File: src/rtl/core/prp_pkg.sv
// prp_pkg: widths, constants, register codes and beat types for the point rotate and
// project block. Used by every module in rtl/core; depends on nothing.
package prp_pkg;

	localparam int COORD_W = 16;
	localparam int TRIG_W = 16;
	localparam int TRIG_FRAC_BITS = 14;
	localparam int CFG_W = 16;
	localparam int OUT_W = 16;

	// growth of a rotated value per axis: one product shifted down, plus one add
	localparam int GROW = (TRIG_W + 1 > TRIG_FRAC_BITS) ? (TRIG_W + 1 - TRIG_FRAC_BITS) : 0;
	localparam int ROT_W = COORD_W + 2 * GROW;
	localparam int PROD_W = ROT_W + TRIG_W;
	localparam int TERM_W = PROD_W - TRIG_FRAC_BITS;
	localparam int SUM_W = (TERM_W + 1 > ROT_W) ? (TERM_W + 1) : ROT_W;

	// oblique factor 0.3 as 19661 / 2^16
	localparam int OBL_NUM_W = 17;
	localparam logic signed [OBL_NUM_W-1:0] OBL_NUM = 17'sd19661;
	localparam int OBL_SHIFT = 16;
	localparam int OBL_PROD_W = ROT_W + OBL_NUM_W;
	localparam int OBL_W = OBL_PROD_W - OBL_SHIFT;

	localparam int HALF_W = CFG_W - 1;
	localparam int FIN_W = SUM_W + 2;
	localparam logic [OUT_W-1:0] OUT_MAX = {OUT_W{1'b1}};

	localparam logic signed [TRIG_W-1:0] RST_COS = 16'sd16384;
	localparam logic signed [TRIG_W-1:0] RST_SIN = 16'sd0;
	localparam logic [CFG_W-1:0] RST_SIZE = 16'd4096;

	typedef enum logic [2:0] {
		REG_COS_X = 3'd0,
		REG_SIN_X = 3'd1,
		REG_COS_Y = 3'd2,
		REG_SIN_Y = 3'd3,
		REG_COS_Z = 3'd4,
		REG_SIN_Z = 3'd5,
		REG_SCREEN_WIDTH = 3'd6,
		REG_SCREEN_HEIGHT = 3'd7
	} reg_idx_t;

	typedef struct packed {
		logic signed [TRIG_W-1:0] cos_x;
		logic signed [TRIG_W-1:0] sin_x;
		logic signed [TRIG_W-1:0] cos_y;
		logic signed [TRIG_W-1:0] sin_y;
		logic signed [TRIG_W-1:0] cos_z;
		logic signed [TRIG_W-1:0] sin_z;
		logic [CFG_W-1:0] screen_width;
		logic [CFG_W-1:0] screen_height;
	} cfg_t;

	typedef struct packed {
		logic signed [COORD_W-1:0] point_x;
		logic signed [COORD_W-1:0] point_y;
		logic signed [COORD_W-1:0] point_z;
	} point_t;

	typedef struct packed {
		logic [OUT_W-1:0] screen_x;
		logic [OUT_W-1:0] screen_y;
	} screen_t;

	typedef struct packed {
		logic signed [TERM_W-1:0] p_ac;
		logic signed [TERM_W-1:0] p_bs;
		logic signed [TERM_W-1:0] p_as;
		logic signed [TERM_W-1:0] p_bc;
		logic signed [ROT_W-1:0] pass;
	} rot_t;

endpackage

File: src/rtl/core/prp_cfg.sv
// prp_cfg: configuration register file with write decode and reset values.
// Depends on prp_pkg.
module prp_cfg (
	input logic clk,
	input logic arst_n,
	input logic cfg_we,
	input logic [2:0] cfg_idx,
	input logic [prp_pkg::CFG_W-1:0] cfg_data,
	output prp_pkg::cfg_t cfg
);

	prp_pkg::cfg_t regs_q;

	always_ff @(posedge clk or negedge arst_n) begin
		if (!arst_n) begin
			regs_q.cos_x <= prp_pkg::RST_COS;
			regs_q.sin_x <= prp_pkg::RST_SIN;
			regs_q.cos_y <= prp_pkg::RST_COS;
			regs_q.sin_y <= prp_pkg::RST_SIN;
			regs_q.cos_z <= prp_pkg::RST_COS;
			regs_q.sin_z <= prp_pkg::RST_SIN;
			regs_q.screen_width <= prp_pkg::RST_SIZE;
			regs_q.screen_height <= prp_pkg::RST_SIZE;
		end else if (cfg_we) begin
			unique case (prp_pkg::reg_idx_t'(cfg_idx))
				prp_pkg::REG_COS_X: regs_q.cos_x <= $signed(cfg_data);
				prp_pkg::REG_SIN_X: regs_q.sin_x <= $signed(cfg_data);
				prp_pkg::REG_COS_Y: regs_q.cos_y <= $signed(cfg_data);
				prp_pkg::REG_SIN_Y: regs_q.sin_y <= $signed(cfg_data);
				prp_pkg::REG_COS_Z: regs_q.cos_z <= $signed(cfg_data);
				prp_pkg::REG_SIN_Z: regs_q.sin_z <= $signed(cfg_data);
				prp_pkg::REG_SCREEN_WIDTH: regs_q.screen_width <= cfg_data;
				prp_pkg::REG_SCREEN_HEIGHT: regs_q.screen_height <= cfg_data;
				default: regs_q <= regs_q;
			endcase
		end
	end

	assign cfg = regs_q;

endmodule

File: config.mk
export PLATFORM = sky130hd
export DESIGN_NAME = prp_cfg
export DESIGN_NICKNAME = d
export VERILOG_FILES = /design/src/rtl/core/prp_pkg.sv /design/src/rtl/core/prp_cfg.sv
export SDC_FILE = /design/constraint.sdc
export NUM_CORES = 1
export LEC_CHECK = 0
export BUFFER_PORTS_ARGS = -buffer_cell sky130_fd_sc_hd__buf_4
export CAP_MARGIN = 30
export CORE_MARGIN = 2
export CORE_UTILIZATION = 55
export DETAILED_ROUTE_END_ITERATION = 8
export MAX_ROUTING_LAYER = met4
export PLACE_DENSITY = 0.89
export SYNTH_ARGS = -nofsm -noshare
export SYNTH_HDL_FRONTEND = slang
export SYNTH_SLANG_ARGS = --single-unit
export TNS_END_PERCENT = 20
File: constraint.sdc
create_clock -name clk -period 2.15 [get_ports clk]
set_input_delay 0.43 -clock clk [delete_from_list [all_inputs] [get_ports clk]]
set_output_delay 0.43 -clock clk [all_outputs]
set_load 0.03 [all_outputs]
==> impl_metrics.toml <==
[layout]
area_growth_syn_to_layout_pct = 38.3
largest_reg_flops = 128
n_antenna_cell = 0
post-route-util_pct = 78.4
final_cell_mix = "buf_4, dfrtp_1, mux2_2"
drive_above_1_share_pct = 72.7
instances_no_fill = 563
nNetsFinal = 464
final_common_cell = "buf_4"

[setup_path]
r2r_setup_slack_ns = 1.35
end_kind = "output pin"
required_ns = 1.72
cp_top_family = "flip-flops"
r2r_start = "cfg[125]"
worstPathArrival_ns = 1.20
rr_worst_depth = 1
path_max_fanout = 2
cp_cell_sequence = "buf_4"
rr_endpoint = "cfg[125]"
worstSetupPathType = "reg2out"
worstSetupStartpointType = "flop"
worst-path-buf-inv = 1
cpMaxStageDelayCell = "dfstp_2"
cp_slowest_stage_delay_ns = 0.54

[placed_design]
dp.cells = 530
place.detailed.hpwl_um = 7820
port_buffers = 149
gp_congestion = 0.741

[sta]
fin_skew_ns = 0
max_freq_mhz = 613
relSlewSlack_pct = 50.8
rsz0062_at_grt = "false"
finalSetupViolCount = 0
min_period_ns = 1.63
finalMaxSlewViolations = 0
fin_crit_sh_pct = 75.9
setup-tns-final_ns = 0
worst_pin_slew_ns = 0.735
hold_viol_final = 0

[synth]
synth_nets = 301
ys_seq_area_share_pct = 65.2
netlist_area_mm2 = 0.00492
ys_warn_count = 0
ys_ff_latch = 128
ys_types = 12
synthCells = 279
syn_area_per_cell_um2 = 17.6

[grt]
grt_pass1_vias = 3280
antenna_found_initial = 0
grt_max_degree = 48
grt_pass1_wl_um = 18600
track_usage_pct = 25.8
grt_overflow = 0

[clock_network]
clock_latency_ns = 0.50
cts_sinks = 128
cts_root_buf = "clkbuf_8"
cts_max_path_buffers = 2
clk_pin_slew_ns = 0.06
tritoncts = "done"
ctsHtreeMaxLevel = 4
cts_buffers = 17

[floorplan]
fp.dieH_um = 98.6
die_w_um = 98.6
dieArea_mm2 = 0.00972
initial_core_util_pct = 56.7
coreArea_mm2 = 0.00868
ios = 150
rows = 34

[job]
drv_cap = 0

[power]
power.total_mw = 9.00
vdd_drop_max_v = 0.000855
powerDensity_mw_per_mm2 = 1320
p_leak_nw = 3.24

[routing]
met2_length_um = 5900
first_iter_violations = 74
wl_met1_um = 4980
drtPass1Iterations = 4
drc = 0
viasPerCell = 5.41
top_layer_used = "met4"
drtAntennaViolNets = 0
dr_wl_met3_um = 706
post_drt_wl_per_cell_um = 20.7
vias = 3045
drt-total-wl_um = 11700

[hold_path]
min_from = "cfg_data[15]"
min-delay-path-class = "in2reg"
holdPathStages = 2
whs_endpoint = "cfg[127]"

[run_status]
outcome = "complete, no violations"
==> routing by layer <==
metal,global-route usage [%],vias up
met3,7.66,9
li1,-,1327
met1,32.9,1595
met2,40.8,114
met5,-,-
met4,7.27,0
==> kinds of logic after synthesis <==
group                  Yosys count  share of synthesized area [%]
buffers and inverters           15                           2.47
flip-flops                     128                           65.2
multiplexers                   128                           30.1
AND/OR/NAND/NOR                  8                           2.26
==> Yosys cell counts <==
library cell | instances | share of area [%]
mux2_2 | 118 | 27
nor4b_4 | 1 | 0.48
buf_8 | 1 | 0.31
buf_4 | 2 | 0.31
nand4b_2 | 3 | 0.92
mux2_4 | 10 | 3.1
nand4_2 | 1 | 0.25
buf_2 | 7 | 0.71
dfstp_2 | 5 | 2.7
buf_6 | 5 | 1.1
dfrtp_1 | 123 | 63
nor4bb_1 | 3 | 0.61
==> worst max-delay path by stage <==
stage / start / slack, ns / endpoint / cells past startpoint
final: cfg[94] / 0.52 / cfg[94] / 1
after detailed placement: cfg_idx[2] / 0.20 / cfg[73] / 3
after floorplan: cfg_idx[0] / 0.50 / cfg[118] / 4
after CTS: cfg[94] / 0.49 / cfg[94] / 1
after global routing: cfg[94] / 0.48 / cfg[94] / 1
after global placement: cfg_idx[2] / 0.28 / cfg[75] / 3
==> power by group <==
group	total (mW)	internal [mW]	switching, mW	leakage, nW
sequential	3.28	2.96	0.318	1.53
combinational	2.73	1.13	1.61	1.42
clock	2.99	1.90	1.09	0.296
total	9.00	5.98	3.02	3.24
==> layout make-up <==
cell class	instances	area (µm²)
Clock buffer	17	414
Fill cell	503	1870
Multi-Input combinational cell	136	1640
Sequential cell	128	3210
Timing Repair Buffer	159	1210
Clock inverter	15	205
Tap cell	108	135
==> repair_timing <==
item                      CTS  global route
setup buffers               0             0
gates resized for setup     0             0
hold endpoints to repair   33             0
hold buffers                1             0
==> per-stage QoR <==
step / hold WS [ns] / setup slack (ns) / area, µm²
4_1_cts: 0.189 / 0.493 / 6810
6_report: 0.216 / 0.518 / 6810
5_1_grt: 0.196 / 0.479 / 6810
3_5_place_dp: 0.419 / 0.201 / 6180
2_1_floorplan: 0.134 / 0.504 / 4920
3_3_place_gp: 0.412 / 0.282 / 6180
Note: power is estimated with default switching activity, not from simulation.
