$ cat src/rtl/core/prp_pkg.sv
// prp_pkg: widths, constants, register codes and beat types for the point rotate and
// project block. Used by every module in rtl/core; depends on nothing.
package prp_pkg;

	localparam int COORD_W = 16;
	localparam int TRIG_W = 16;
	localparam int TRIG_FRAC_BITS = 14;
	localparam int CFG_W = 16;
	localparam int OUT_W = 16;

	// growth of a rotated value per axis: one product shifted down, plus one add
	localparam int GROW = (TRIG_W + 1 > TRIG_FRAC_BITS) ? (TRIG_W + 1 - TRIG_FRAC_BITS) : 0;
	localparam int ROT_W = COORD_W + 2 * GROW;
	localparam int PROD_W = ROT_W + TRIG_W;
	localparam int TERM_W = PROD_W - TRIG_FRAC_BITS;
	localparam int SUM_W = (TERM_W + 1 > ROT_W) ? (TERM_W + 1) : ROT_W;

	// oblique factor 0.3 as 19661 / 2^16
	localparam int OBL_NUM_W = 17;
	localparam logic signed [OBL_NUM_W-1:0] OBL_NUM = 17'sd19661;
	localparam int OBL_SHIFT = 16;
	localparam int OBL_PROD_W = ROT_W + OBL_NUM_W;
	localparam int OBL_W = OBL_PROD_W - OBL_SHIFT;

	localparam int HALF_W = CFG_W - 1;
	localparam int FIN_W = SUM_W + 2;
	localparam logic [OUT_W-1:0] OUT_MAX = {OUT_W{1'b1}};

	localparam logic signed [TRIG_W-1:0] RST_COS = 16'sd16384;
	localparam logic signed [TRIG_W-1:0] RST_SIN = 16'sd0;
	localparam logic [CFG_W-1:0] RST_SIZE = 16'd4096;

	typedef enum logic [2:0] {
		REG_COS_X = 3'd0,
		REG_SIN_X = 3'd1,
		REG_COS_Y = 3'd2,
		REG_SIN_Y = 3'd3,
		REG_COS_Z = 3'd4,
		REG_SIN_Z = 3'd5,
		REG_SCREEN_WIDTH = 3'd6,
		REG_SCREEN_HEIGHT = 3'd7
	} reg_idx_t;

	typedef struct packed {
		logic signed [TRIG_W-1:0] cos_x;
		logic signed [TRIG_W-1:0] sin_x;
		logic signed [TRIG_W-1:0] cos_y;
		logic signed [TRIG_W-1:0] sin_y;
		logic signed [TRIG_W-1:0] cos_z;
		logic signed [TRIG_W-1:0] sin_z;
		logic [CFG_W-1:0] screen_width;
		logic [CFG_W-1:0] screen_height;
	} cfg_t;

	typedef struct packed {
		logic signed [COORD_W-1:0] point_x;
		logic signed [COORD_W-1:0] point_y;
		logic signed [COORD_W-1:0] point_z;
	} point_t;

	typedef struct packed {
		logic [OUT_W-1:0] screen_x;
		logic [OUT_W-1:0] screen_y;
	} screen_t;

	typedef struct packed {
		logic signed [TERM_W-1:0] p_ac;
		logic signed [TERM_W-1:0] p_bs;
		logic signed [TERM_W-1:0] p_as;
		logic signed [TERM_W-1:0] p_bc;
		logic signed [ROT_W-1:0] pass;
	} rot_t;

endpackage

$ cat src/rtl/core/prp_rot.sv
// prp_rot: one axis rotation stage; four coordinate by cos/sin products, each floored
// by the fraction bits and registered, then combined into difference and sum. Depends on prp_pkg.
module prp_rot (
	input logic clk,
	input logic arst_n,
	input logic valid,
	input logic signed [prp_pkg::ROT_W-1:0] a,
	input logic signed [prp_pkg::ROT_W-1:0] b,
	input logic signed [prp_pkg::ROT_W-1:0] pass,
	input logic signed [prp_pkg::TRIG_W-1:0] coef_c,
	input logic signed [prp_pkg::TRIG_W-1:0] coef_s,
	output logic done,
	output logic signed [prp_pkg::ROT_W-1:0] held,
	output logic signed [prp_pkg::SUM_W-1:0] dif,
	output logic signed [prp_pkg::SUM_W-1:0] sum
);

	logic signed [prp_pkg::PROD_W-1:0] m_ac;
	logic signed [prp_pkg::PROD_W-1:0] m_bs;
	logic signed [prp_pkg::PROD_W-1:0] m_as;
	logic signed [prp_pkg::PROD_W-1:0] m_bc;
	prp_pkg::rot_t nxt;
	prp_pkg::rot_t rot_s1;
	logic vld_s1;

	assign m_ac = a * coef_c;
	assign m_bs = b * coef_s;
	assign m_as = a * coef_s;
	assign m_bc = b * coef_c;

	// floor shift is a plain drop of the fraction bits
	always_comb begin
		nxt.p_ac = $signed(m_ac[prp_pkg::PROD_W-1:prp_pkg::TRIG_FRAC_BITS]);
		nxt.p_bs = $signed(m_bs[prp_pkg::PROD_W-1:prp_pkg::TRIG_FRAC_BITS]);
		nxt.p_as = $signed(m_as[prp_pkg::PROD_W-1:prp_pkg::TRIG_FRAC_BITS]);
		nxt.p_bc = $signed(m_bc[prp_pkg::PROD_W-1:prp_pkg::TRIG_FRAC_BITS]);
		nxt.pass = pass;
	end

	always_ff @(posedge clk or negedge arst_n) begin
		if (!arst_n) begin
			vld_s1 <= 1'b0;
		end else begin
			vld_s1 <= valid;
		end
	end

	always_ff @(posedge clk) begin
		rot_s1 <= nxt;
	end

	assign done = vld_s1;
	assign held = rot_s1.pass;
	assign dif = prp_pkg::SUM_W'($signed(rot_s1.p_ac)) - prp_pkg::SUM_W'($signed(rot_s1.p_bs));
	assign sum = prp_pkg::SUM_W'($signed(rot_s1.p_as)) + prp_pkg::SUM_W'($signed(rot_s1.p_bc));

endmodule

$ cat config.mk
export PLATFORM = sky130hd
export DESIGN_NAME = prp_rot
export DESIGN_NICKNAME = d
export VERILOG_FILES = /design/src/rtl/core/prp_pkg.sv /design/src/rtl/core/prp_rot.sv
export SDC_FILE = /design/constraint.sdc
export NUM_CORES = 2
export LEC_CHECK = 0
export BUFFER_PORTS_ARGS = -buffer_cell sky130_fd_sc_hd__buf_2
export CORE_AREA = 2 2 332 334
export CTS_BUF_LIST = sky130_fd_sc_hd__clkbuf_2 sky130_fd_sc_hd__clkbuf_4 sky130_fd_sc_hd__clkbuf_8
export DETAILED_ROUTE_END_ITERATION = 10
export DIE_AREA = 0 0 334 336
export HOLD_SLACK_MARGIN = 0.05
export PLACE_DENSITY_LB_ADDON = 0.3
export SLEW_MARGIN = 20
export SYNTH_ARGS = -nofsm -noshare
export SYNTH_HDL_FRONTEND = slang
export SYNTH_SLANG_ARGS = --single-unit
$ cat constraint.sdc
create_clock -name clk -period 2.8 [get_ports clk]
set_clock_uncertainty 0.15 [all_clocks]
set_input_delay 0.28 -clock clk [delete_from_list [all_inputs] [get_ports clk]]
set_output_delay 0.28 -clock clk [all_outputs]
set_load 0.02 [all_outputs]
==> impl_metrics.prom <==
# TYPE chip_impl_metric gauge
chip_impl_info{name="status",value="finished, violations left"} 1
chip_impl_info{name="violations_in_the_final_reports",value="negative setup slack"} 1
chip_impl_metric{name="initial_antenna_violation_count",unit=""} 8
chip_impl_metric{name="count_of_flip_flops_with_a_built_in_enable_after_synthesis",unit=""} 0
chip_impl_metric{name="cts-root-to-sink-buffers",unit=""} 2
chip_impl_metric{name="critPathBufInv",unit=""} 10
chip_impl_metric{name="grt_max_degree",unit=""} 23
chip_impl_info{name="cp-start-kind",value="primary input"} 1
chip_impl_metric{name="syn2layout_area_growth",unit="%"} 29.3
chip_impl_metric{name="setup-violations-final",unit=""} 133
chip_impl_info{name="layout_commonest_cell",value="sky130_fd_sc_hd__inv_1"} 1
chip_impl_metric{name="floorplan.initialDensity",unit="%"} 49.8
chip_impl_metric{name="syn_inst",unit=""} 5983
chip_impl_metric{name="layout_min_cycle_time",unit="ns"} 5.74
chip_impl_info{name="critical_path_class",value="primary input to flop"} 1
chip_impl_metric{name="yosysSeqAreaShare",unit="%"} 4.42
chip_impl_metric{name="cts_inserted_buffers",unit=""} 17
chip_impl_metric{name="instances_no_fill",unit=""} 8343
chip_impl_metric{name="die-height",unit="µm"} 336
chip_impl_metric{name="setup_total_negative_slack",unit="ns"} -276.70
chip_impl_metric{name="maxCapViolations",unit=""} 0
chip_impl_info{name="hold_path_end",value="held[14]"} 1
chip_impl_metric{name="maxClockFrequency",unit="MHz"} 174
chip_impl_info{name="hold_start",value="pass[14]"} 1
chip_impl_metric{name="final.setup.worst_slack",unit="ns"} -2.94
chip_impl_metric{name="fill_cells",unit=""} 8436
chip_impl_metric{name="first_pass_iteration_count_of_the_detailed_router",unit=""} 6
chip_impl_metric{name="global_route_wire_length_before_repair",unit="µm"} 254000
chip_impl_metric{name="remaining_drc_errors",unit=""} 0
chip_impl_metric{name="critPathRequiredTime",unit="ns"} 3.18
chip_impl_info{name="tritoncts",value="done"} 1
chip_impl_metric{name="gp_congestion",unit=""} 0.928
chip_impl_metric{name="core.rowCount",unit=""} 121
chip_impl_metric{name="synth-async-reset-ratio",unit="%"} 0.840
chip_impl_metric{name="post-dp-hpwl",unit="µm"} 122000
chip_impl_metric{name="drt-initial-drc-count",unit=""} 2866
chip_impl_metric{name="slew_viol_final",unit=""} 0
chip_impl_metric{name="maximum_net_fanout_on_the_critical_path",unit=""} 8
chip_impl_metric{name="synth.ff_latch_count",unit=""} 119
chip_impl_metric{name="portBuffers",unit=""} 173
chip_impl_metric{name="layout-drive-gt1-share",unit="%"} 26.0
chip_impl_metric{name="grt_remaining_overflow",unit=""} 0
chip_impl_info{name="synth_flop_cell",value="sky130_fd_sc_hd__dfxtp_1"} 1
chip_impl_metric{name="num-nets-final",unit=""} 8805
chip_impl_metric{name="floorplan.die_area",unit="mm²"} 0.112
chip_impl_metric{name="number_of_nets_still_failing_antenna_checks_after_routing",unit=""} 0
chip_impl_metric{name="die_width",unit="µm"} 334
chip_impl_metric{name="vias_in_the_first_global_route",unit=""} 47000
chip_impl_metric{name="finalHoldWorstSlack",unit="ns"} 0.161
chip_impl_info{name="hold_path.class",value="primary input to flop"} 1
chip_impl_metric{name="avgSynthCellArea",unit="µm²"} 9.03
chip_impl_metric{name="worst_slew_pin_slew",unit="ns"} 0.761
chip_impl_metric{name="placed_cells_incl_taps",unit=""} 8062
chip_impl_metric{name="routed_wire_length_per_instance",unit="µm"} 19.1
chip_impl_metric{name="worst_path_largest_cell_delay",unit="ns"} 0.55
chip_impl_metric{name="routed_via_density",unit=""} 5.14
chip_impl_info{name="timing.critical_path.max_delay_family",value="adder cells"} 1
chip_impl_metric{name="detailroute.via_count",unit=""} 42900
chip_impl_metric{name="numClockSinks",unit=""} 119
chip_impl_metric{name="floorplan.io_pins",unit=""} 174
chip_impl_metric{name="path_clk_slew",unit="ns"} 0.11
chip_impl_metric{name="final_hold_violation_count",unit=""} 0
chip_impl_info{name="clockRootBuffer",value="sky130_fd_sc_hd__clkbuf_8"} 1
chip_impl_info{name="mostFrequentLayoutCells",value="1,528 x sky130_fd_sc_hd__inv_1, 1,318 x sky130_fd_sc_hd__fa_1, 799 x sky130_fd_sc_hd__buf_4"} 1
chip_impl_metric{name="pre_cts_ws",unit="ns"} -3.96
chip_impl_info{name="timing.critical_path.mode_cell",value="sky130_fd_sc_hd__fa_1"} 1
chip_impl_metric{name="total_wire_length_after_detailed_routing",unit="µm"} 160000
chip_impl_info{name="crit_slowest_cell",value="sky130_fd_sc_hd__fa_1"} 1
chip_impl_metric{name="coreArea",unit="mm²"} 0.108
chip_impl_metric{name="synth.yosys.warnings",unit=""} 0
chip_impl_info{name="grt_setup_unrepaired",value="true"} 1
chip_impl_metric{name="yosys.cell_types.count",unit=""} 68
chip_impl_metric{name="h-tree-depth",unit=""} 4
chip_impl_metric{name="groute.usage.overall",unit="%"} 29.4
chip_impl_metric{name="cp.arrival",unit="ns"} 6.12
chip_impl_metric{name="timing.final.crit_share",unit="%"} 205
chip_impl_info{name="worstSetupEndpointType",value="flop"} 1
chip_impl_metric{name="min_path_cells",unit=""} 2
chip_impl_metric{name="post_synth_instance_area",unit="mm²"} 0.0540
chip_impl_metric{name="max_slew_margin",unit="%"} 47.9
chip_impl_metric{name="synthesis.nets",unit=""} 7878
## routing by layer
layer | global-route usage (%) | share of wire (%) | vias up | wire length [µm]
met5 | 0 | 0.019 | - | 30
met4 | 13.5 | 5.8 | 4 | 9270
met3 | 5.37 | 7.5 | 364 | 12000
met2 | 48.1 | 48 | 1565 | 75800
met1 | 38.2 | 39 | 22000 | 62500
li1 | - | - | 18900 | -
## worst max-delay path by stage
| stage | start | end | slack [ns] | cells after the start |
|---|---|---|---|---|
| final | b[5] | rot_s1[36] | -2.94 | 28 |
| after global routing | b[5] | rot_s1[88] | -3.09 | 26 |
| after CTS | coef_c[9] | rot_s1[45] | -2.81 | 25 |
| after detailed placement | coef_c[1] | rot_s1[116] | -3.96 | 26 |
| after global placement | coef_c[1] | rot_s1[116] | -3.88 | 26 |
| after floorplan | coef_c[6] | rot_s1[45] | -3.21 | 24 |
## per-stage QoR
| stage | area [µm²] | util [%] |
|---|---|---|
| 2_1_floorplan | 55800 | - |
| 3_3_place_gp | 63100 | 58.2 |
| 3_5_place_dp | 63100 | 58.2 |
| 4_1_cts | 67900 | 62.6 |
| 5_1_grt | 69800 | 64.4 |
| 6_report | 69800 | 64.4 |
## synthesized netlist by cell type, types with 3 or more instances
| library cell | instances | area, µm² |
|---|---|---|
| sky130_fd_sc_hd__inv_1 | 1611 | 6050 |
| sky130_fd_sc_hd__fa_1 | 1382 | 27700 |
| sky130_fd_sc_hd__nand2_1 | 833 | 3130 |
| sky130_fd_sc_hd__and2_1 | 530 | 3320 |
| sky130_fd_sc_hd__ha_1 | 412 | 5150 |
| sky130_fd_sc_hd__clkbuf_1 | 289 | 1080 |
| sky130_fd_sc_hd__nor2_1 | 147 | 552 |
| sky130_fd_sc_hd__xnor2_1 | 121 | 1060 |
| sky130_fd_sc_hd__dfxtp_1 | 118 | 2360 |
| sky130_fd_sc_hd__a21oi_1 | 92 | 460 |
| sky130_fd_sc_hd__a21o_1 | 72 | 541 |
| sky130_fd_sc_hd__o21ai_0 | 43 | 215 |
| sky130_fd_sc_hd__xor2_1 | 36 | 315 |
| sky130_fd_sc_hd__nand2b_1 | 33 | 206 |
| sky130_fd_sc_hd__nor3_1 | 27 | 135 |
| sky130_fd_sc_hd__nand3_1 | 23 | 115 |
| sky130_fd_sc_hd__o21a_1 | 23 | 173 |
| sky130_fd_sc_hd__buf_4 | 22 | 165 |
| sky130_fd_sc_hd__nor2b_1 | 18 | 113 |
| sky130_fd_sc_hd__and3_1 | 15 | 93.8 |
| sky130_fd_sc_hd__nand4_1 | 14 | 87.6 |
| sky130_fd_sc_hd__o21bai_1 | 9 | 67.6 |
| sky130_fd_sc_hd__or3_1 | 8 | 50.1 |
| sky130_fd_sc_hd__a21boi_0 | 7 | 52.6 |
| sky130_fd_sc_hd__o211ai_1 | 7 | 52.6 |
| sky130_fd_sc_hd__a211oi_1 | 6 | 45.0 |
| sky130_fd_sc_hd__and4_1 | 5 | 43.8 |
| sky130_fd_sc_hd__a221oi_1 | 4 | 35.0 |
| sky130_fd_sc_hd__a31o_2 | 4 | 35.0 |
| sky130_fd_sc_hd__a31oi_1 | 4 | 25.0 |
| sky130_fd_sc_hd__o31ai_1 | 4 | 30.0 |
| sky130_fd_sc_hd__or2_2 | 4 | 25.0 |
| sky130_fd_sc_hd__a41o_1 | 3 | 30.0 |
| sky130_fd_sc_hd__a41oi_1 | 3 | 26.3 |
| sky130_fd_sc_hd__o2111ai_1 | 3 | 26.3 |
| sky130_fd_sc_hd__o21ai_1 | 3 | 15.0 |
| sky130_fd_sc_hd__o22ai_1 | 3 | 18.8 |
| sky130_fd_sc_hd__o311ai_0 | 3 | 26.3 |
## sequential cells by signal, indices dropped and copies added (netlist names)
name    count
held       22
rot_s1     96
done        1
## what timing repair did
item | in CTS | in global routing
buffers inserted | 129 | 94
gates cloned | 30 | 7
pin swaps | 238 | 256
endpoints found under the hold margin | 24 | 0
gates resized for setup | 583 | 359
hold buffers | 25 | 0
endpoints found under the setup margin | 135 | 137
## final cells by class
type                            instances  area, µm²  share of cell area (%)
Sequential cell                       119       2390                    3.43
Timing Repair Buffer                 1220      12100                    17.3
Inverter                             1613       6060                    8.68
Clock inverter                         12        164                   0.235
Tap cell                             1414       1770                    2.53
Clock buffer                           20        275                   0.394
Multi-Input combinational cell       3939      47000                    67.4
Antenna cell                            6       15.0                  0.0215
## kinds of logic (layout without fill, tap and decap cells)
kind of cell,Yosys count,count (layout),synth area share [%]
buffers and inverters,1925,2865,13.5
multiplexers,2,2,0.0371
AND/OR/NAND/NOR,1664,1664,14.7
XOR/XNOR,157,157,2.55
adder cells (fa/ha/maj),1794,1794,60.8
AO/OA/AOI/OAI,322,322,4.04
other,0,6,0
flip-flops,119,119,4.42
Power is left out: the tool's default activity adds up to more than one toggle a clock period on the data nets, which glitch-free logic cannot reach.
