**src/rtl/core/prp_pkg.sv**
```systemverilog
// prp_pkg: widths, constants, register codes and beat types for the point rotate and
// project block. Used by every module in rtl/core; depends on nothing.
package prp_pkg;

	localparam int COORD_W = 16;
	localparam int TRIG_W = 16;
	localparam int TRIG_FRAC_BITS = 14;
	localparam int CFG_W = 16;
	localparam int OUT_W = 16;

	// growth of a rotated value per axis: one product shifted down, plus one add
	localparam int GROW = (TRIG_W + 1 > TRIG_FRAC_BITS) ? (TRIG_W + 1 - TRIG_FRAC_BITS) : 0;
	localparam int ROT_W = COORD_W + 2 * GROW;
	localparam int PROD_W = ROT_W + TRIG_W;
	localparam int TERM_W = PROD_W - TRIG_FRAC_BITS;
	localparam int SUM_W = (TERM_W + 1 > ROT_W) ? (TERM_W + 1) : ROT_W;

	// oblique factor 0.3 as 19661 / 2^16
	localparam int OBL_NUM_W = 17;
	localparam logic signed [OBL_NUM_W-1:0] OBL_NUM = 17'sd19661;
	localparam int OBL_SHIFT = 16;
	localparam int OBL_PROD_W = ROT_W + OBL_NUM_W;
	localparam int OBL_W = OBL_PROD_W - OBL_SHIFT;

	localparam int HALF_W = CFG_W - 1;
	localparam int FIN_W = SUM_W + 2;
	localparam logic [OUT_W-1:0] OUT_MAX = {OUT_W{1'b1}};

	localparam logic signed [TRIG_W-1:0] RST_COS = 16'sd16384;
	localparam logic signed [TRIG_W-1:0] RST_SIN = 16'sd0;
	localparam logic [CFG_W-1:0] RST_SIZE = 16'd4096;

	typedef enum logic [2:0] {
		REG_COS_X = 3'd0,
		REG_SIN_X = 3'd1,
		REG_COS_Y = 3'd2,
		REG_SIN_Y = 3'd3,
		REG_COS_Z = 3'd4,
		REG_SIN_Z = 3'd5,
		REG_SCREEN_WIDTH = 3'd6,
		REG_SCREEN_HEIGHT = 3'd7
	} reg_idx_t;

	typedef struct packed {
		logic signed [TRIG_W-1:0] cos_x;
		logic signed [TRIG_W-1:0] sin_x;
		logic signed [TRIG_W-1:0] cos_y;
		logic signed [TRIG_W-1:0] sin_y;
		logic signed [TRIG_W-1:0] cos_z;
		logic signed [TRIG_W-1:0] sin_z;
		logic [CFG_W-1:0] screen_width;
		logic [CFG_W-1:0] screen_height;
	} cfg_t;

	typedef struct packed {
		logic signed [COORD_W-1:0] point_x;
		logic signed [COORD_W-1:0] point_y;
		logic signed [COORD_W-1:0] point_z;
	} point_t;

	typedef struct packed {
		logic [OUT_W-1:0] screen_x;
		logic [OUT_W-1:0] screen_y;
	} screen_t;

	typedef struct packed {
		logic signed [TERM_W-1:0] p_ac;
		logic signed [TERM_W-1:0] p_bs;
		logic signed [TERM_W-1:0] p_as;
		logic signed [TERM_W-1:0] p_bc;
		logic signed [ROT_W-1:0] pass;
	} rot_t;

endpackage

```
**src/rtl/core/prp_proj.sv**
```systemverilog
// prp_proj: oblique projection; depth term product, then screen offset add and
// saturation to the output range over two register stages. Depends on prp_pkg.
module prp_proj (
	input logic clk,
	input logic arst_n,
	input logic valid,
	input logic signed [prp_pkg::SUM_W-1:0] rx,
	input logic signed [prp_pkg::SUM_W-1:0] ry,
	input logic signed [prp_pkg::ROT_W-1:0] rz,
	input logic [prp_pkg::HALF_W-1:0] half_w,
	input logic [prp_pkg::HALF_W-1:0] half_h,
	output logic done,
	output prp_pkg::screen_t result
);

	logic signed [prp_pkg::OBL_PROD_W-1:0] m_obl;
	logic signed [prp_pkg::OBL_W-1:0] obl_s1;
	logic signed [prp_pkg::SUM_W-1:0] x_s1;
	logic signed [prp_pkg::SUM_W-1:0] y_s1;
	logic vld_s1;
	logic vld_s2;
	logic signed [prp_pkg::FIN_W-1:0] fin_x;
	logic signed [prp_pkg::FIN_W-1:0] fin_y;
	prp_pkg::screen_t res_s2;

	function automatic logic [prp_pkg::OUT_W-1:0] sat(input logic signed [prp_pkg::FIN_W-1:0] v);
		logic [prp_pkg::OUT_W-1:0] r;
		if (v[prp_pkg::FIN_W-1]) begin
			r = '0;
		end else if (|v[prp_pkg::FIN_W-2:prp_pkg::OUT_W]) begin
			r = prp_pkg::OUT_MAX;
		end else begin
			r = v[prp_pkg::OUT_W-1:0];
		end
		return r;
	endfunction

	assign m_obl = rz * prp_pkg::OBL_NUM;

	always_comb begin
		fin_x = prp_pkg::FIN_W'(x_s1) + prp_pkg::FIN_W'(obl_s1)
			+ $signed({{(prp_pkg::FIN_W-prp_pkg::HALF_W){1'b0}}, half_w});
		fin_y = prp_pkg::FIN_W'(y_s1) + prp_pkg::FIN_W'(obl_s1)
			+ $signed({{(prp_pkg::FIN_W-prp_pkg::HALF_W){1'b0}}, half_h});
	end

	always_ff @(posedge clk or negedge arst_n) begin
		if (!arst_n) begin
			vld_s1 <= 1'b0;
			vld_s2 <= 1'b0;
		end else begin
			vld_s1 <= valid;
			vld_s2 <= vld_s1;
		end
	end

	always_ff @(posedge clk) begin
		obl_s1 <= $signed(m_obl[prp_pkg::OBL_PROD_W-1:prp_pkg::OBL_SHIFT]);
		x_s1 <= rx;
		y_s1 <= ry;
		res_s2.screen_x <= sat(fin_x);
		res_s2.screen_y <= sat(fin_y);
	end

	assign done = vld_s2;
	assign result = res_s2;

endmodule

```
**config.mk**
```make
export PLATFORM = sky130hd
export DESIGN_NAME = prp_proj
export DESIGN_NICKNAME = d
export VERILOG_FILES = /design/src/rtl/core/prp_pkg.sv /design/src/rtl/core/prp_proj.sv
export SDC_FILE = /design/constraint.sdc
export NUM_CORES = 1
export LEC_CHECK = 0
export ABC_CLOCK_PERIOD_IN_PS = 8530
export BUFFER_PORTS_ARGS = -buffer_cell sky130_fd_sc_hd__buf_2
export CAP_MARGIN = 20
export CORE_UTILIZATION = 25
export DETAILED_ROUTE_END_ITERATION = 6
export HOLD_SLACK_MARGIN = 0.12
export PLACE_DENSITY = 0.4
export SYNTH_ARGS = -nofsm -noshare
export SYNTH_HDL_FRONTEND = slang
export SYNTH_SLANG_ARGS = --single-unit
```
**constraint.sdc**
```tcl
create_clock -name clk -period 8.53 [get_ports clk]
set_input_delay 0.4265 -clock clk [delete_from_list [all_inputs] [get_ports clk]]
set_output_delay 0.4265 -clock clk [all_outputs]
set_load 0.02 [all_outputs]
```
==> results.toml, run 1 <==
[place]
placedCellCount = 1980
place_ws_ns = 2.57
portBuffers = 137
dp_hpwl_um = 28000
place_congestion = 0.805

[power_and_ir_drop]
leakage_nw = 6.90
irDropWorstVdd_mv = 0.157
p_per_area_nw_per_um2 = 437
finalPower_mw = 6.03

[routing]
vias = 8603
drt_drc_violations_left = 0
wl_per_cell_um = 15.9
avgViaCountPerCell = 4.31
first_pass_iters = 4
wl_um = 31700
drtIter0Drc = 273
final_antenna_net_count = 0

[worst_setup_path]
path_cells = "buf_2, ha_1, ha_1, inv_1, fa_1, inv_1, fa_1, fa_1, fa_1, ha_1, a21o_1, a2111oi_0, o31ai_1, o2111ai_1, a21boi_0, o211ai_1, a21boi_0, o21ai_0, xnor2_1"
required_ns = 8.75
cp_slowest_stage_delay_ns = 0.56
cp.arrival_ns = 5.77
crit_path_frequent_cell = "fa_1"
slowest_stage = "fa_1"
worstSetupPathType = "in2reg"
endpoint_kind = "flip-flop"
startpoint_type = "input pin"
critPathMaxFanout = 5

[cts]
clk_latency_ns = 0.35
cts_buffer_depth = 2
cts_buffers = 9
postCtsSetupRepairBufs = 0
cts-resized-gates = 0
path_clk_slew_ns = 0.08
htreeDepth = 3
clock-root-buffer = "clkbuf_16"
cts_tree = "yes"
cts_sinks = 106

[final_layout]
nNetsFinal = 1855
fill_cells = 5119
fin_cells = 1996
syn2layout_area_growth_pct = 14.1
n_antenna_cell = 0
drive_above_1_share = 0.128

[synth]
synth_cell_types = 64
synth_commonest_cells = "inv_1, ha_1, fa_1"
yosysTopAreaCell = "fa_1"
async_flop_share = 0.0189
yosys_most_used_dff = "dfxtp_1"
synth_enable_flop_cells = 0
yosysMostFrequentCell = "inv_1"
ys_seq_area_frac = 0.177
syn_avg_cell_area_um2 = 9.75
synth_nets = 1716
ys_warn_count = 0
synthTopCellsByArea = "fa_1, ha_1, dfxtp_1, inv_1, a21oi_1"
ys_ff_latch = 106
syn_area_um2 = 12100
synth_cells = 1238
synthDominantCellAreaShare = 0.262

[sta]
slew_headroom = 0.400
fin_skew_ns = 0.00904
rsz0062_at_grt = "false"
fin_ws_ns = 2.98
post-route-period-util = 0.650
fin_crit_ns = 5.55
hold_violations = 0
final_max_slew_viol_count = 0
clock.fmax_mhz = 180
final-setup-viol-count = 0
tns_ns = 0
worstMarginPinSlew_ns = 0.900

[die]
die_w_um = 222
initial_core_util = 0.253
io_pins = 138
design.core.area_um2 = 47600
design.die.area_um2 = 49200
rows = 80
die_h_um = 222

[global_routing]
gr-total-overflow = 0
busiest_layer = "met2"
grt_pass1_vias = 9311
met1_usage = 0.185
use_met3 = 0.0121
grt_usage = 0.133
antenna_found_initial = 0
grt_max_degree = 41
met2_usage = 0.220
grt_pass1_wl_um = 50500

[flow_run]
max-cap-violations = 0

[min_path]
timing.hold.worst.class = "in2reg"

[status]
outcome = "finished clean"
[state kept, by name, indices dropped and copies added, names as in the netlist]
signal / count
y_s1: 25
obl_s1: 22
vld_s1: 1
result: 32
x_s1: 25
done: 1
[layout make-up]
type                    instances  area [um^2]  share of cell area
well taps                     615          769              0.0559
clock inverters                 4         51.3             0.00372
clock buffers                  11          243              0.0176
multi-input cells             846         8840               0.642
repair buffers                140          711              0.0516
flip-flops and latches        106         2130               0.155
inverters                     274         1030              0.0747
[placed cells by master, fill, tap and decap left out, types with 9 or more instances in the layout]
master	n
fa_1	158
ha_1	215
xor2_1	29
clkbuf_16	9
a31oi_1	11
a211oi_1	13
xnor2_1	29
o21a_1	12
a21oi_2	10
buf_2	137
a21o_1	27
nor2_1	34
o21ai_0	41
nand2_1	45
dfxtp_1	104
o211ai_1	9
nor3_1	10
nand3_1	9
nor2b_1	11
a21oi_1	85
inv_1	274
[per-stage QoR]
step	hold WS, ns	area [um^2]	util
after detailed placement	0.212	13500	0.283
after global routing	0.155	13800	0.289
after global placement	0.210	13500	0.283
after floorplan	0.131	12100	-
after CTS	0.147	13800	0.289
final	0.167	13800	0.289
[power by group]
part / internal [mW] / switching [mW]
Sequential: 0.687 / 0.113
Clock: 0.235 / 0.190
Combinational: 2.03 / 2.77
[worst paths after layout]
| kind | start | endpoint | slack [ns] | cells past startpoint |
|---|---|---|---|---|
| setup / recovery | rz[12] | obl_s1[21] | 2.98 | 19 |
| hold / removal | ry[13] | y_s1[13] | 0.17 | 1 |
| setup reg to reg | obl_s1[1] | result[1] | 4.19 | 13 |
| hold reg to reg | vld_s1 | done | 0.36 | 0 |
| max in group asynchronous | arst_n | vld_s1 | 8.05 | 2 |
| min in group asynchronous | arst_n | done | 0.39 | 2 |
[critical path: cells and delay by family]
family / cells / cell delay [ns]
AOI/OAI and AO/OA: 8 / 2.11
adders and majority gates: 7 / 2.85
buffers and inverters: 3 / 0.29
xor gates and xnor gates: 1 / 0.09
[logic make-up after synthesis]
kind of cell | count (synthesis) | share of synthesized area
compound gates | 251 | 0.135
xor+xnor | 58 | 0.0421
fa+ha+maj | 373 | 0.485
buf+inv | 286 | 0.0910
flops | 106 | 0.177
mux | 3 | 0.00249
simple gates | 161 | 0.0676
[layer usage]
layer | part of all wire | vias up
met2 | 0.45 | 144
met1 | 0.51 | 4106
li1 | - | 4335
met3 | 0.023 | 18
met5 | 0 | -
met4 | 0.017 | 0
[timing repair]
item / 4_1_cts / 5_1_grt
hold endpoints to repair: 2 / 0
setup endpoints to repair: 0 / 0
hold buffers: 1 / 0
Note: power is estimated with default switching activity, not from simulation.
==> inputs of run 2 (changes only) <==
--- a/config.mk
+++ b/config.mk
@@ -5,7 +5,7 @@
 export SDC_FILE = /design/constraint.sdc
 export NUM_CORES = 1
 export LEC_CHECK = 0
-export ABC_CLOCK_PERIOD_IN_PS = 8530
+export ABC_CLOCK_PERIOD_IN_PS = 5600
 export BUFFER_PORTS_ARGS = -buffer_cell sky130_fd_sc_hd__buf_2
 export CAP_MARGIN = 20
 export CORE_UTILIZATION = 25
==> constraint.sdc (replaced) <==
create_clock -name clk -period 5.6 [get_ports clk]
set_input_delay 0.28 -clock clk [delete_from_list [all_inputs] [get_ports clk]]
set_output_delay 0.28 -clock clk [all_outputs]
set_load 0.02 [all_outputs]
==> run 2 against run 1 <==
Register-to-register slack got worse by 3.0 ns. Global-route usage is 0.16 points higher. Utilization is 1.5 points higher. Critical path type unchanged. Critical endpoint is now obl_s1[20].
==> results.toml, run 2 (synthesis gave the netlist of run 1 again) <==
[worst_setup_path]
timing.rr.end = "result[0]"
startpoint_type = "input pin"
reg2reg_slack_ns = 1.21
endpoint_kind = "flip-flop"
worstSetupPathType = "in2reg"
critPathMaxFanout = 4
reg2reg_from = "obl_s1[1]"
cp.arrival_ns = 5.43
rr_worst_depth = 13
required_ns = 5.87

[power_and_ir_drop]
p_per_area_nw_per_um2 = 651
irDropWorstVdd_mv = 0.250
leakage_nw = 7.23

[sta]
worstMarginPinSlew_ns = 0.870
hold_violations = 0
slew_headroom = 0.420
rsz0062_at_grt = "false"
final-setup-viol-count = 0
fin_ws_ns = 0.437
final_max_slew_viol_count = 0
fin_crit_ns = 5.16
fin_skew_ns = 0.00672
post-route-period-util = 0.922
clock.fmax_mhz = 194
holdWs_ns = 0.245

[routing]
vias = 8784
wl_um = 32000
final_antenna_net_count = 0
avgViaCountPerCell = 4.23
first_pass_iters = 4
drt_drc_violations_left = 0
wl_per_cell_um = 15.4
drtIter0Drc = 287

[global_routing]
grt_pass1_wl_um = 51400
gr-total-overflow = 0
grt_usage = 0.134
antenna_found_initial = 1
grt_pass1_vias = 9672
grt_max_degree = 40

[place]
place_ws_ns = -0.000528
place_congestion = 0.817
dp_hpwl_um = 28200
portBuffers = 137

[flow_run]
max-cap-violations = 0

[die]
design.die.area_um2 = 49200
rows = 80
io_pins = 138
design.core.area_um2 = 47600
die_w_um = 222
die_h_um = 222
initial_core_util = 0.253

[min_path]
timing.hold.worst.class = "in2async"

[cts]
cts_sinks = 106
cts_buffer_depth = 2
clock-root-buffer = "clkbuf_16"
postCtsSetupRepairBufs = 0
clk_latency_ns = 0.35
htreeDepth = 3
cts_buffers = 9
cts_tree = "yes"
path_clk_slew_ns = 0.07

[final_layout]
largest_register_ffs = 32
drive_above_1_share = 0.139
multi_input_area_um2 = 8850
layout_common_cells = "inv_1, ha_1, fa_1, buf_2, dfxtp_1"
seq_area_um2 = 2130
final_common_cell = "inv_1"
fill_cells = 5118
nNetsFinal = 1932
syn2layout_area_growth_pct = 20.0

[status]
outcome = "finished clean"
run 2: worst max-delay path by stage:
stage                start         end
floorplan           rz[12]   obl_s1[9]
global placement    rz[12]  obl_s1[20]
detailed placement  rz[12]  obl_s1[20]
CTS                 rz[12]  obl_s1[20]
global route        rz[12]  obl_s1[20]
finish              rz[10]  obl_s1[20]
run 2: layer usage:
layer | track usage | part of all wire | vias to the layer above
met5 | 0 | 0 | -
met4 | 0.0311 | 0.012 | 0
met3 | 0.0129 | 0.031 | 16
met2 | 0.226 | 0.46 | 131
met1 | 0.184 | 0.50 | 4148
li1 | - | - | 4489
run 2: through the flow:
step | std cells | power (mW) | area (um^2) | util | setup TNS (ns)
5_1_grt | 2073 | 10.6 | 14500 | 0.304 | 0
2_1_floorplan | 1238 | 6.69 | 12100 | - | 0
3_3_place_gp | 2006 | 8.79 | 13700 | 0.287 | 0
4_1_cts | 2073 | 9.55 | 14500 | 0.304 | 0
6_report | 2075 | 9.43 | 14500 | 0.304 | 0
3_5_place_dp | 2006 | 8.81 | 13700 | 0.287 | -0.000528
run 2: what timing repair did:
action                                  4_1_cts  5_1_grt
endpoints found under the setup margin        0        3
hold endpoints to repair                     53        0
hold buffers                                 52        0
resized for setup                             0        2
run 2: cell type report:
class | count | area share
Antenna cell | 2 | 0.000346
Clock inverter | 4 | 0.00354
Clock buffer | 11 | 0.0161
Timing Repair Buffer | 217 | 0.0978
Sequential cell | 106 | 0.147
Multi-Input combinational cell | 846 | 0.611
Tap cell | 615 | 0.0531
Inverter | 274 | 0.0710
run 2: power breakdown:
part	switching (mW)	internal (mW)
clock network	0.288	0.346
registers	0.170	1.05
logic	4.27	3.32
total	4.72	4.71
run 2: critical path, cell delays in order:
cell and delay (ns):
buf_2 0.15, ha_1 0.30, ha_1 0.30, buf_4 0.14
fa_1 0.48, fa_1 0.52, fa_1 0.56, inv_1 0.06
fa_1 0.53, inv_1 0.04, ha_1 0.31, a21o_1 0.16
a21oi_1 0.17, o21ai_0 0.10, a22oi_1 0.27, a21boi_0 0.18
o211ai_1 0.29, a21boi_0 0.17, buf_4 0.16, nor2_1 0.10
xnor2_1 0.14
